--- src/sv/adc_div_pipe.sv ---
module adc_div_pipe #(
  parameter int NW = 20,
  parameter int DW = 17,
  parameter int QW = 7,
  parameter int SW = 1
) (
  input  logic          clk,
  input  logic          rst_n,
  input  logic          en,
  input  logic          in_valid,
  input  logic [NW-1:0] num,
  input  logic [DW-1:0] den,
  input  logic [SW-1:0] side_in,
  output logic          out_valid,
  output logic [QW-1:0] quo,
  output logic [NW-1:0] rem,
  output logic [SW-1:0] side_out
);
  // Compare width wide enough for the divisor shifted to the top quotient bit
  localparam int EW = (NW > DW + QW) ? NW : DW + QW;

  logic [QW-1:0] vld_r;
  logic [NW-1:0] acc_r  [QW];
  logic [QW-1:0] quo_r  [QW];
  logic [DW-1:0] den_r  [QW];
  logic [SW-1:0] side_r [QW];

  // One restoring step per stage, most significant quotient bit first
  for (genvar k = 0; k < QW; k++) begin : g_stage
    logic          vin;
    logic [NW-1:0] ain;
    logic [QW-1:0] qin;
    logic [DW-1:0] din;
    logic [SW-1:0] sin;
    logic [EW-1:0] a_ext;
    logic [EW-1:0] trial;
    logic          ge;
    logic [NW-1:0] acc_nxt;
    logic [QW-1:0] quo_nxt;

    if (k == 0) begin : g_first
      assign vin = in_valid;
      assign ain = num;
      assign qin = '0;
      assign din = den;
      assign sin = side_in;
    end else begin : g_next
      assign vin = vld_r[k-1];
      assign ain = acc_r[k-1];
      assign qin = quo_r[k-1];
      assign din = den_r[k-1];
      assign sin = side_r[k-1];
    end

    assign a_ext   = EW'(ain);
    assign trial   = EW'(din) << (QW - 1 - k);
    assign ge      = (a_ext >= trial);
    assign acc_nxt = ge ? NW'(a_ext - trial) : ain;
    assign quo_nxt = qin | (QW'(ge) << (QW - 1 - k));

    always_ff @(posedge clk) begin
      if (!rst_n) begin
        vld_r[k] <= 1'b0;
      end else if (en) begin
        vld_r[k] <= vin;
      end
    end

    always_ff @(posedge clk) begin
      if (en) begin
        acc_r[k]  <= acc_nxt;
        quo_r[k]  <= quo_nxt;
        den_r[k]  <= din;
        side_r[k] <= sin;
      end
    end
  end

  assign out_valid = vld_r[QW-1];
  assign quo       = quo_r[QW-1];
  assign rem       = acc_r[QW-1];
  assign side_out  = side_r[QW-1];

endmodule

--- config.mk ---
export PLATFORM = sky130hd
export DESIGN_NAME = adc_div_pipe
export DESIGN_NICKNAME = d
export VERILOG_FILES = /design/src/sv/adc_div_pipe.sv
export SDC_FILE = /design/constraint.sdc
export NUM_CORES = 1
export LEC_CHECK = 0
export ABC_AREA = 0
export CAP_MARGIN = 0
export CORE_MARGIN = 5
export CORE_UTILIZATION = 65
export CTS_BUF_LIST = sky130_fd_sc_hd__clkbuf_16
export DETAILED_ROUTE_END_ITERATION = 16
export DONT_BUFFER_PORTS = 1
export PLACE_DENSITY = 0.79
export SLEW_MARGIN = 20
export SYNTH_ARGS = -nofsm -noshare
export SYNTH_HDL_FRONTEND = slang
export SYNTH_SLANG_ARGS = --single-unit
--- constraint.sdc ---
create_clock -name clk -period 3.8 [get_ports clk]
set_input_delay 0.19 -clock clk [delete_from_list [all_inputs] [get_ports clk]]
set_output_delay 0.19 -clock clk [all_outputs]
set_load 0.02 [all_outputs]
### Yosys cells after proc, flatten, opt, wreduce, memory -nomap -nowiden

Memories as Yosys holds them, arrays and structs flattened.
Cells that the tools add are included.

| operators by class | value |
|---|---|
| add/sub/neg operators | 7 |
| magnitude comparators | 7 |
| mux-type cells | 9 |
| bitwise operators | 6 |

Operators with widths:

| kind | number |
|---|---|
| 20-bit 2-to-1 mux | 7 |
| 20-bit subtractor | 4 |
| 20-bit by 23-bit >= comparator with 1-bit output | 1 |
| 20-bit by 22-bit >= comparator with 1-bit output | 1 |
| 20-bit by 21-bit >= comparator with 1-bit output | 1 |
| 20-bit by 17-bit >= comparator with 1-bit output | 1 |
| 20-bit by 18-bit >= comparator with 1-bit output | 1 |
| 20-bit by 19-bit >= comparator with 1-bit output | 1 |
| 20-bit >= comparator | 1 |
| 20-bit by 17-bit subtractor with 20-bit output | 1 |
| 20-bit by 18-bit subtractor with 20-bit output | 1 |
| 20-bit by 19-bit subtractor with 20-bit output | 1 |
| 7-bit by 1-bit OR with 7-bit output | 1 |
| 7-bit by 2-bit OR with 7-bit output | 1 |
| 7-bit by 3-bit OR with 7-bit output | 1 |
| 7-bit by 4-bit OR with 7-bit output | 1 |
| 7-bit by 5-bit OR with 7-bit output | 1 |
| 7-bit by 6-bit OR with 7-bit output | 1 |
| 1-bit 2-to-1 mux | 2 |

| storage, ports and cells | value |
|---|---|
| register bits | 7 |
| memory bits (writable) | 315 |
| bits of input ports | 42 |
| output and inout port bits | 29 |
| word-level logic and storage cells | 40 |
| memories | 4 |

Memories:

| memory | depth | bits a word | read ports | clocked after Yosys merged registers in | write ports | RTL line | RTL |
|---|---|---|---|---|---|---|---|
| acc_r | 7 | 20 | 7 | 0 | 7 | 23 | `logic [NW-1:0] acc_r [QW];` |
| den_r | 7 | 17 | 6 | 0 | 7 | 25 | `logic [DW-1:0] den_r [QW];` |
| quo_r | 7 | 7 | 7 | 0 | 7 | 24 | `logic [QW-1:0] quo_r [QW];` |
| side_r | 7 | 1 | 7 | 0 | 7 | 26 | `logic [SW-1:0] side_r [QW];` |

### Longest topological paths before layout

Gate-level depths: netlist of run 1.
An unclocked memory read counts as a cell.

| depth | value |
|---|---|
| word-level depth | 3 |
| gate-level depth with buffers | 12 |
| depth with buffers taken out | 11 |

### Worst setup path before layout of run 1

No wires, ideal clock.

| path | value |
|---|---|
| path kind | register to register |
| from | memory acc_r[3][2] |
| to | memory acc_r[4][3] (data pin) |
| setup time | 0.260 ns |
| arrival time | 2.674 ns |
| required time | 3.540 ns |
| path slack | 0.866 ns |
| stages on the path, launching flop included | 12 |
| path buffers | 1 |
| clock period less this slack | 2.934 ns |
| cells stage by stage | edfxtp_1 > inv_1 > ha_1 > inv_1 > fa_1 > a21o_1 > a221oi_2 > o211ai_1 > a2111o_1 > nand2_1 > buf_2 > mux2_2 |

RTL lines:

| what | RTL line |
|---|---|
| start, declared | 23 |

==> results.cfg, run 1 <==
[run_status]
outcome = finished with violations
failed_checks = negative hold slack

[critical_path]
critPathSlowestCell = a2111oi_0
critPathArrivalTime_ns = 3.66
crit_fanout = 3
cp_top_family = compound AO/OA/AOI/OAI gates
cp_num_cells = 11
crit_required_ns = 4.09
path_class = flip-flop to flip-flop
endpoint = acc_r[1][19]$_DFFE_PP_
r2r_slack_ns = 0.43
startpoint = acc_r[0][5]$_DFFE_PP_
max_stage_delay_ns = 0.61
crit_buf_inv = 2
reg2reg_to = acc_r[1][19]$_DFFE_PP_
cp-end-kind = flip-flop
reg2reg_depth = 11
setup.worst_path.start_class = flip-flop
regToRegStartpoint = acc_r[0][5]$_DFFE_PP_
path_cells = inv_1, ha_1, inv_1, fa_1, a21o_1, a221oi_1, a21oi_1, a21o_1, a2111oi_0, or4b_1, nand3_1

[synthesis]
synthSimpleGateAreaFrac_pct = 9.20
synth_edf_count = 277
synthTopCellsByArea = edfxtp_1, ha_1, mux2_2
synth_compound_area_share_pct = 13.9
synth_nets = 1512
synth_top_flop_cell = edfxtp_1
synth_top_area_share_pct = 52.5
yosysSeqAreaShare_pct = 53.4
synth_mux_area_share_pct = 5.26
yosysTopAreaCell = edfxtp_1
ys_warn_count = 0
synth-async-reset-ratio_pct = 0
syn_area_um2 = 15900
synth_xor_area_share_pct = 4.36
synth_top_family_by_area = compound AO/OA/AOI/OAI gates
synth_seq_cells = 284
synthAdderAreaFrac_pct = 9.80
syn-instance-count = 1350
avgSynthCellArea_um2 = 11.7
yosysUniqueCellTypes = 80

[layout]
syn2layout_area_growth_pct = 11.0
n_antenna_cell = 0
stdcell_count = 1767
final_core_util_pct = 72.8
drive_above_1_share_pct = 9.01
design_area_um2 = 17600
nNetsFinal = 1583

[detailed_routing]
wl_per_cell_um = 16.7
dr.pass1.iters = 6
via_per_inst = 5.88
drc_errors = 0
vias = 10397
drtIter0Drc = 877
routed_wirelength_um = 29600
ant_nets = 0

[power_and_ir_drop]
power_w = 0.0104
p_leak_nw = 7.11
ir_drop_uv = 470
powerDensity_nw_per_um2 = 593

[global_routing]
grt_max_degree = 285
grt_pass1_wl_um = 49900
grt_antenna_before_repair = 0
first_global_vias = 10827
grt_remaining_overflow = 0
track_usage_pct = 21.3

[clock_network]
h-tree-depth = 1
cts_root_buf = clkbuf_16
cts_tree = built
hold_buffers = 47
cts_buffers = 30
clk_pin_slew_worst_paths_ns = 0.06
cts-resized-gates = 0
cts_buffer_depth = 3
cts_setup_buffers = 0
insertion_delay_ns = 0.54
clock-sinks = 284

[floorplanning]
die_width_um = 166
io_pins = 71
placementRows = 57
die_h_um = 166
start_util_pct = 65.6
core_region_area_um2 = 24200
dieArea_um2 = 27600

[sta]
tightest_slew_ns = 0.789
hold_ws_ns = -0.219
setup_violations = 0
slew_headroom_pct = 47.4
finalSetupTns_ns = 0
rsz0062_at_grt = no
period_share_pct = 88.8
max_freq_ghz = 0.296
finalMaxSlewViolations = 0
min_period_ns = 3.37
clock_skew_ns = 0.0105
hold_violations = 205

[place]
routabilityCongestion = 0.929
placed_cells = 1666
dp_hpwl_um = 21000
io_buffers = 0
place_area_um2 = 16200

[flow_run]
max_cap_viol_count = 0

[hold_path]
min_path_type = input port to flip-flop
==> power breakdown <==
group / internal [W] / switching [W] / total (W)
sequential: 0.00416 / 0.000394 / 0.00456
combinational: 0.00144 / 0.00179 / 0.00322
clock: 0.00153 / 0.00113 / 0.00265
==> synth_stat cells, drive strengths merged, types with 8 or more instances <==
library cell  number
a31oi             12
a21boi             8
nor2b             18
o31ai              9
xnor2             48
or3                8
nor3              12
ha               113
a211oi            11
o21ai             90
nor2              74
mux2i             17
o21a              18
o31a               9
o211ai             9
inv              146
mux2              57
edfxtp           277
nand2b            19
buf               11
xor2              31
nand2             86
a21o              33
nand4             10
nand3             26
a21oi             85
==> kinds of logic (layout without fill, tap and decap cells) <==
logic type      after synthesis  in the layout
fa+ha+maj                   120            120
flops                       284            284
buf+inv                     163            256
xor+xnor                     79             79
compound gates              333            333
mux                          74             74
simple gates                297            297
==> sequential cells by signal, indices dropped and copies added (netlist names) <==
signal,cells
acc_r,140
den_r,102
g_stage.vin,6
out_valid,1
quo_r,28
side_r,7
==> metrics by stage <==
| step | setup WS [ns] | hold WS, ns |
|---|---|---|
| global placement | 0.668 | 0.289 |
| floorplan | 0.866 | 0.289 |
| detailed placement | 0.525 | 0.289 |
| CTS | 0.518 | -0.250 |
| global route | 0.201 | -0.259 |
| finish | 0.425 | -0.219 |
==> cell usage in the layout (no fill, tap or decap), drive strengths merged, types with 6 or more instances in the layout <==
master	netlist	layout
o31a	9	9
a211o	6	6
nand2	86	86
clkinv	0	11
o31ai	9	9
a211oi	11	11
or3	8	8
and3	7	7
a21boi	8	8
dlygate4sd3	0	47
mux2i	17	17
fa	7	7
nand2b	19	19
dfxtp	7	7
nand3	26	26
clkbuf	6	31
o211ai	9	9
mux2	57	57
edfxtp	277	277
o21a	18	18
buf	11	9
nor2	74	74
or2	7	7
inv	146	154
nand4	10	10
a21oi	85	85
a31oi	12	12
nor3	12	12
o21ai	90	90
xor2	31	31
ha	113	113
nor2b	18	18
a21o	33	33
xnor2	48	48
==> metal layers <==
layer	global-route usage (%)	vias up	share of wire (%)
met2	40.5	283	54
met5	0	-	0
met1	24.0	4896	39
met4	8.75	0	3.6
li1	-	5141	-
met3	2.69	77	3.5
==> cell type report <==
cell class	instances	area, um^2
repair buffers	56	538
clock inverters	23	130
clock buffers	31	776
multi-input cells	903	6740
flip-flops and latches	284	8460
fillers	1559	6590
well taps	324	405
inverters	146	548
==> worst min path at each step <==
stage / from / end / depth (start not counted)
3_3_place_gp: side_in / side_r[0]$_DFFE_PP_ / 0
5_1_grt: en / acc_r[1][1]$_DFFE_PP_ / 0
2_1_floorplan: num[0] / acc_r[0][0]$_DFFE_PP_ / 0
4_1_cts: en / quo_r[0][6]$_DFFE_PP_ / 0
6_report: en / quo_r[2][6]$_DFFE_PP_ / 0
3_5_place_dp: side_in / side_r[0]$_DFFE_PP_ / 0
Note: power is estimated with default switching activity, not from simulation.
==> run 2: changes to the inputs <==
==> constraint.sdc (replaced) <==
create_clock -name clk -period 4.3 [get_ports clk]
set_input_delay 0.215 -clock clk [delete_from_list [all_inputs] [get_ports clk]]
set_output_delay 0.215 -clock clk [all_outputs]
set_load 0.02 [all_outputs]
==> run 2 against run 1 <==
Compared with the run above:
- the flow still finishes with violations (negative hold slack)
- maximum frequency fell by 6.8%
- count of clock-buffer cells in the layout did not move
- first-iteration DRC count fell by 10%
- total power fell by 9.0%
- sequential power fell by 12%
- combinational power fell by 13%
- final cell count fell by 0.17%
- largest power group unchanged
- largest cell class unchanged
- non-clock buffer count fell by 4
==> results.cfg, run 2 (synthesized netlist as in run 1, its figures left out) <==
[run_status]
outcome = finished with violations
failed_checks = negative hold slack

[sta]
period_share_pct = 84.2
finalSetupTns_ns = 0
hold_violations = 50
tightest_slew_ns = 0.975
finalMaxSlewViolations = 0
rsz0062_at_grt = no
max_freq_ghz = 0.276
slew_headroom_pct = 35.0
min_period_ns = 3.62
clock_skew_ns = 0.0130
setup_violations = 0
hold_ws_ns = -0.212

[detailed_routing]
drtIter0Drc = 788
drc_errors = 0
wl_per_cell_um = 16.6
ant_nets = 0
vias = 10282
dr.pass1.iters = 6
via_per_inst = 5.83
routed_wirelength_um = 29200

[layout]
regMostFlops = acc_r
nNetsFinal = 1579
reg_top3 = acc_r: 140 flops, den_r: 102 flops, quo_r: 28 flops
syn2layout_area_growth_pct = 11.5
drive_above_1_share_pct = 8.68
final_common_cell = edfxtp_1
largest_register_ff_count = 140
layout_common_cells = edfxtp_1, inv_1, ha_1
final_core_util_pct = 73.1
n_antenna_cell = 0

[clock_network]
cts_buffers = 30
clk_pin_slew_worst_paths_ns = 0.06
h-tree-depth = 1
cts_tree = built
cts_setup_buffers = 0
clock-sinks = 284
cts_root_buf = clkbuf_16
insertion_delay_ns = 0.55
cts_buffer_depth = 3
hold_buffers = 47
cts-resized-gates = 0

[power_and_ir_drop]
p_leak_nw = 7.15
ir_drop_uv = 416
powerDensity_nw_per_um2 = 537

[flow_run]
max_cap_viol_count = 0

[critical_path]
cp-end-kind = flip-flop
reg2reg_depth = 9
max_stage_delay_ns = 0.81
path_class = flip-flop to flip-flop
startpoint = den_r[2][1]$_DFFE_PP_
setup.worst_path.start_class = flip-flop
critPathSlowestCell = o21ba_1
r2r_slack_ns = 0.68
endpoint = acc_r[3][6]$_DFFE_PP_
reg2reg_to = acc_r[3][6]$_DFFE_PP_
crit_fanout = 18
regToRegStartpoint = den_r[2][1]$_DFFE_PP_
path_cells = inv_1, ha_1, nor2b_1, o31ai_1, a21oi_1, a31o_1, o41ai_2, o21ba_1, mux2_2
critPathArrivalTime_ns = 3.92
crit_required_ns = 4.60

[floorplanning]
io_pins = 71
die_h_um = 166
die_width_um = 166
dieArea_um2 = 27600
placementRows = 57
core_region_area_um2 = 24200
start_util_pct = 65.6

[global_routing]
grt_antenna_before_repair = 0
grt_pass1_wl_um = 49400
grt_max_degree = 285
first_global_vias = 10655
track_usage_pct = 21.1
grt_remaining_overflow = 0

[hold_path]
min_path_type = input port to flip-flop

[place]
io_buffers = 0
routabilityCongestion = 0.947
dp_hpwl_um = 20500
## run 2: final cells by class
class	instances	area (um^2)
Sequential cell	284	8460
Multi-Input combinational cell	903	6740
Fill cell	1558	6490
Clock buffer	31	776
Inverter	146	548
Timing Repair Buffer	52	508
Tap cell	324	405
Clock inverter	24	250
## run 2: critical path, delay by kind of cell (launching register included)
family | cells | cell delay (ns)
buffers and inverters | 1 | 0.09
AO/OA/AOI/OAI | 5 | 2.00
multiplexers | 1 | 0.42
flip-flops | 1 | 0.44
adder cells (fa/ha/maj) | 1 | 0.25
AND/OR/NAND/NOR | 1 | 0.16
## run 2: per-layer routing
metal  track usage (%)  part of all wire, %  routed length (um)  vias up
li1                  -                    -                   -     5129
met1              23.4                   39               11300     4826
met4              7.82                  3.5                1020        0
met2              40.6                   54               15800      254
met5                 0                    0                   0        -
met3              3.12                  3.8                1110       73
## run 2: worst min-delay path by stage
stage / from / endpoint / cells after the start
finish: en / acc_r[1][2]$_DFFE_PP_ / 0
global route: en / acc_r[1][2]$_DFFE_PP_ / 0
CTS: en / acc_r[0][3]$_DFFE_PP_ / 0
detailed placement: side_in / side_r[0]$_DFFE_PP_ / 0
global placement: side_in / side_r[0]$_DFFE_PP_ / 0
floorplan: num[0] / acc_r[0][0]$_DFFE_PP_ / 0
## run 2: power breakdown
group	internal, W	switching (W)	leakage [nW]
clock network	0.00165	0.00101	0.522
registers	0.00368	0.000344	2.77
logic	0.00126	0.00155	3.85
total	0.00659	0.00291	7.15
## run 2: through the flow
| step | total power (W) | cell area (um^2) | hold slack (ns) | cells | worst slack [ns] |
|---|---|---|---|---|---|
| after global placement | 0.00670 | 16200 | 0.314 | 1662 | 0.878 |
| after global routing | 0.0101 | 17700 | -0.247 | 1764 | 0.438 |
| after floorplan | 0.00625 | 15900 | 0.314 | 1350 | 1.37 |
| final | 0.00949 | 17700 | -0.212 | 1764 | 0.678 |
| after detailed placement | 0.00681 | 16200 | 0.314 | 1662 | 0.716 |
| after CTS | 0.00951 | 17700 | -0.225 | 1764 | 0.700 |
==> run 3: changes to the inputs <==
--- a/config.mk
+++ b/config.mk
@@ -5,14 +5,14 @@
 export SDC_FILE = /design/constraint.sdc
 export NUM_CORES = 1
 export LEC_CHECK = 0
-export ABC_AREA = 0
+export ABC_AREA = 1
 export CAP_MARGIN = 0
 export CORE_MARGIN = 5
-export CORE_UTILIZATION = 65
+export CORE_UTILIZATION = 59
 export CTS_BUF_LIST = sky130_fd_sc_hd__clkbuf_16
 export DETAILED_ROUTE_END_ITERATION = 16
 export DONT_BUFFER_PORTS = 1
-export PLACE_DENSITY = 0.79
+export PLACE_DENSITY = 0.76
 export SLEW_MARGIN = 20
 export SYNTH_ARGS = -nofsm -noshare
 export SYNTH_HDL_FRONTEND = slang
==> constraint.sdc (replaced) <==
create_clock -name clk -period 3.2 [get_ports clk]
set_input_delay 0.16 -clock clk [delete_from_list [all_inputs] [get_ports clk]]
set_output_delay 0.16 -clock clk [all_outputs]
set_load 0.02 [all_outputs]
==> run 3 against run 2 <==
Compared with the run above:
- the run still ends with negative hold slack left
- via count is 41% higher
- worst hold slack worse by 0.036 ns
- synthesized cell count is 67% higher
- core utilization is 7.0 points lower
- first-iteration DRC count is 11% lower
- total power is 43% higher
- die area is 25% higher
- non-clock buffer count is 6 higher
- global-route usage is 5.0 points higher
- critical path type unchanged
- highest routed layer unchanged
==> results.cfg, run 3 <==
[run_status]
outcome = finished with violations
failed_checks = negative hold slack

[clock_network]
cts-resized-gates = 0
hold_buffers = 54
clk_pin_slew_worst_paths_ns = 0.06
h-tree-depth = 2
cts_buffers = 34
clock-sinks = 284
cts_buffer_depth = 3
cts_root_buf = clkbuf_16
cts_setup_buffers = 0
insertion_delay_ns = 0.53
cts_tree = built

[global_routing]
grt_pass1_wl_um = 71200
grt_remaining_overflow = 0
first_global_vias = 15040
grt_antenna_before_repair = 0
grt_max_degree = 286
track_usage_pct = 26.0

[detailed_routing]
drc_errors = 0
vias = 14511
wl_per_cell_um = 16.0
via_per_inst = 5.29
routed_wirelength_um = 43900
ant_nets = 0
dr.pass1.iters = 6
drtIter0Drc = 704

[synthesis]
synth_most_common_cell = nand2_1
ys_top_cells_by_count = nand2_1, inv_1, edfxtp_1, nand3_1, nor2_1
synth_nets = 2413
synth-async-reset-ratio_pct = 0
synth_top_flop_cell = edfxtp_1
avgSynthCellArea_um2 = 8.07
synth_seq_cells = 284
ys_warn_count = 0
yosysTopAreaCell = edfxtp_1
syn_area_um2 = 18200
syn-instance-count = 2251
synth_edf_count = 277
synthTopCellsByArea = edfxtp_1, nand2_1, inv_1
yosysUniqueCellTypes = 45
synth_top_area_share_pct = 45.8
yosysSeqAreaShare_pct = 46.6

[layout]
n_antenna_cell = 0
largest_register_ff_count = 140
syn2layout_area_growth_pct = 11.0
final_core_util_pct = 66.1
layout_common_cells = nand2_1, inv_1, edfxtp_1
drive_above_1_share_pct = 5.33
fill_cells = 2507
reg_top3 = acc_r: 140 flops, den_r: 102 flops, quo_r: 28 flops
regMostFlops = acc_r
nNetsFinal = 2486
final_common_cell = nand2_1
stdcell_count = 2743

[sta]
hold_violations = 97
tightest_slew_ns = 0.770
clock_skew_ns = 0.0354
rsz0062_at_grt = no
finalMaxSlewViolations = 0
max_freq_ghz = 0.391
hold_ws_ns = -0.248
finalSetupTns_ns = 0
min_period_ns = 2.56
slew_headroom_pct = 48.1
worst_slack_ns = 0.642
period_share_pct = 79.9
setup_violations = 0

[critical_path]
reg2reg_to = acc_r[6][9]$_DFFE_PP_
cp_top_family = simple AND/OR/NAND/NOR gates
crit_required_ns = 3.46
crit_fanout = 22
critPathSlowestCell = fa_1
crit_buf_inv = 2
max_stage_delay_ns = 0.42
path_class = flip-flop to flip-flop
startpoint = den_r[5][0]$_DFFE_PP_
reg2reg_depth = 12
regToRegStartpoint = den_r[5][0]$_DFFE_PP_
path_common_cell = nand2_1
setup.worst_path.start_class = flip-flop
r2r_slack_ns = 0.64
critPathArrivalTime_ns = 2.82
cp-end-kind = flip-flop
path_cells = ha_1, fa_1, inv_1, nand3_1, nand3_1, nand2_1, nand3_2, nand2_2, nand2_2, inv_4, nand2_1, nand2_1

[place]
place_ws_ns = 0.666
dp_hpwl_um = 33400
routabilityCongestion = 0.916
io_buffers = 0
placed_cells = 2630

[flow_run]
max_cap_viol_count = 0

[floorplanning]
start_util_pct = 59.5
die_width_um = 185
io_pins = 71
core_region_area_um2 = 30500
die_h_um = 185
placementRows = 64
dieArea_um2 = 34400

[power_and_ir_drop]
ir_drop_uv = 480
p_leak_nw = 10.2
powerDensity_nw_per_um2 = 671

[hold_path]
worst_hold_path.endpoint = den_r[1][12]$_DFFE_PP_
min_path_type = input port to flip-flop
whs_path_depth = 0
hold_start = en
==> run 3: cell count changes after synthesis, moves of 20 or more <==
| cell | change |
|---|---|
| nand3_1 | +136 |
| nand4_1 | +20 |
| inv_1 | +248 |
| a21o_1 | -32 |
| mux2_2 | -51 |
| o21ai_0 | -61 |
| xnor2_1 | -37 |
| nand2_1 | +762 |
| nor2_1 | +61 |
==> run 3: worst register-to-register path, delay by kind of cell, from the launching register on <==
family / cells / cell delay, ns
and+or+nand+nor: 8 / 0.96
DFF: 1 / 0.39
adders and majority gates: 2 / 0.67
buffers and inverters: 2 / 0.28
==> run 3: metrics by stage <==
step	area (um^2)	power, W
CTS	20200	0.0135
global route	20200	0.0144
detailed placement	18500	0.00962
floorplan	18200	0.00860
finish	20200	0.0135
global placement	18500	0.00953
==> run 3: layout make-up <==
cell class	instances	area, um^2	share of cell area (%)
sequential	284	8460	41.9
inverter	403	1520	7.51
clock buffer	35	876	4.34
multi-input combinational	1543	8000	39.7
tap	396	495	2.46
timing repair buffer	58	571	2.83
clock inverter	24	248	1.23
==> run 3: logic make-up (layout without fill, tap and decap cells) <==
| group | Yosys count | in the layout | share of synthesized area [%] |
|---|---|---|---|
| AOI/OAI and AO/OA | 112 | 112 | 3.53 |
| xor gates and xnor gates | 49 | 49 | 2.36 |
| adders and majority gates | 120 | 120 | 8.55 |
| buffers and inverters | 424 | 520 | 9.40 |
| DFF | 284 | 284 | 46.6 |
| and+or+nand+nor | 1262 | 1262 | 29.6 |
==> run 3: routing by layer <==
metal	part of all wire [%]	up-vias	track usage, %
li1	-	7324	-
met1	36	6594	24.9
met2	53	398	50.9
met3	3.4	195	3.01
met4	7.8	0	18.1
met5	0	-	0
==> run 3: how the worst max path moves through the flow <==
stage	endpoint	cells after the start
finish	acc_r[6][9]$_DFFE_PP_	12
global route	acc_r[6][9]$_DFFE_PP_	12
CTS	acc_r[6][13]$_DFFE_PP_	12
detailed placement	acc_r[6][9]$_DFFE_PP_	12
global placement	acc_r[6][15]$_DFFE_PP_	12
floorplan	acc_r[6][2]$_DFFE_PP_	13
==> run 3: power breakdown <==
group | switching (W) | internal (W) | leakage [nW] | total [W]
sequential | 0.000453 | 0.00486 | 2.78 | 0.00531
combinational | 0.00282 | 0.00152 | 6.83 | 0.00435
clock | 0.00155 | 0.00233 | 0.561 | 0.00387
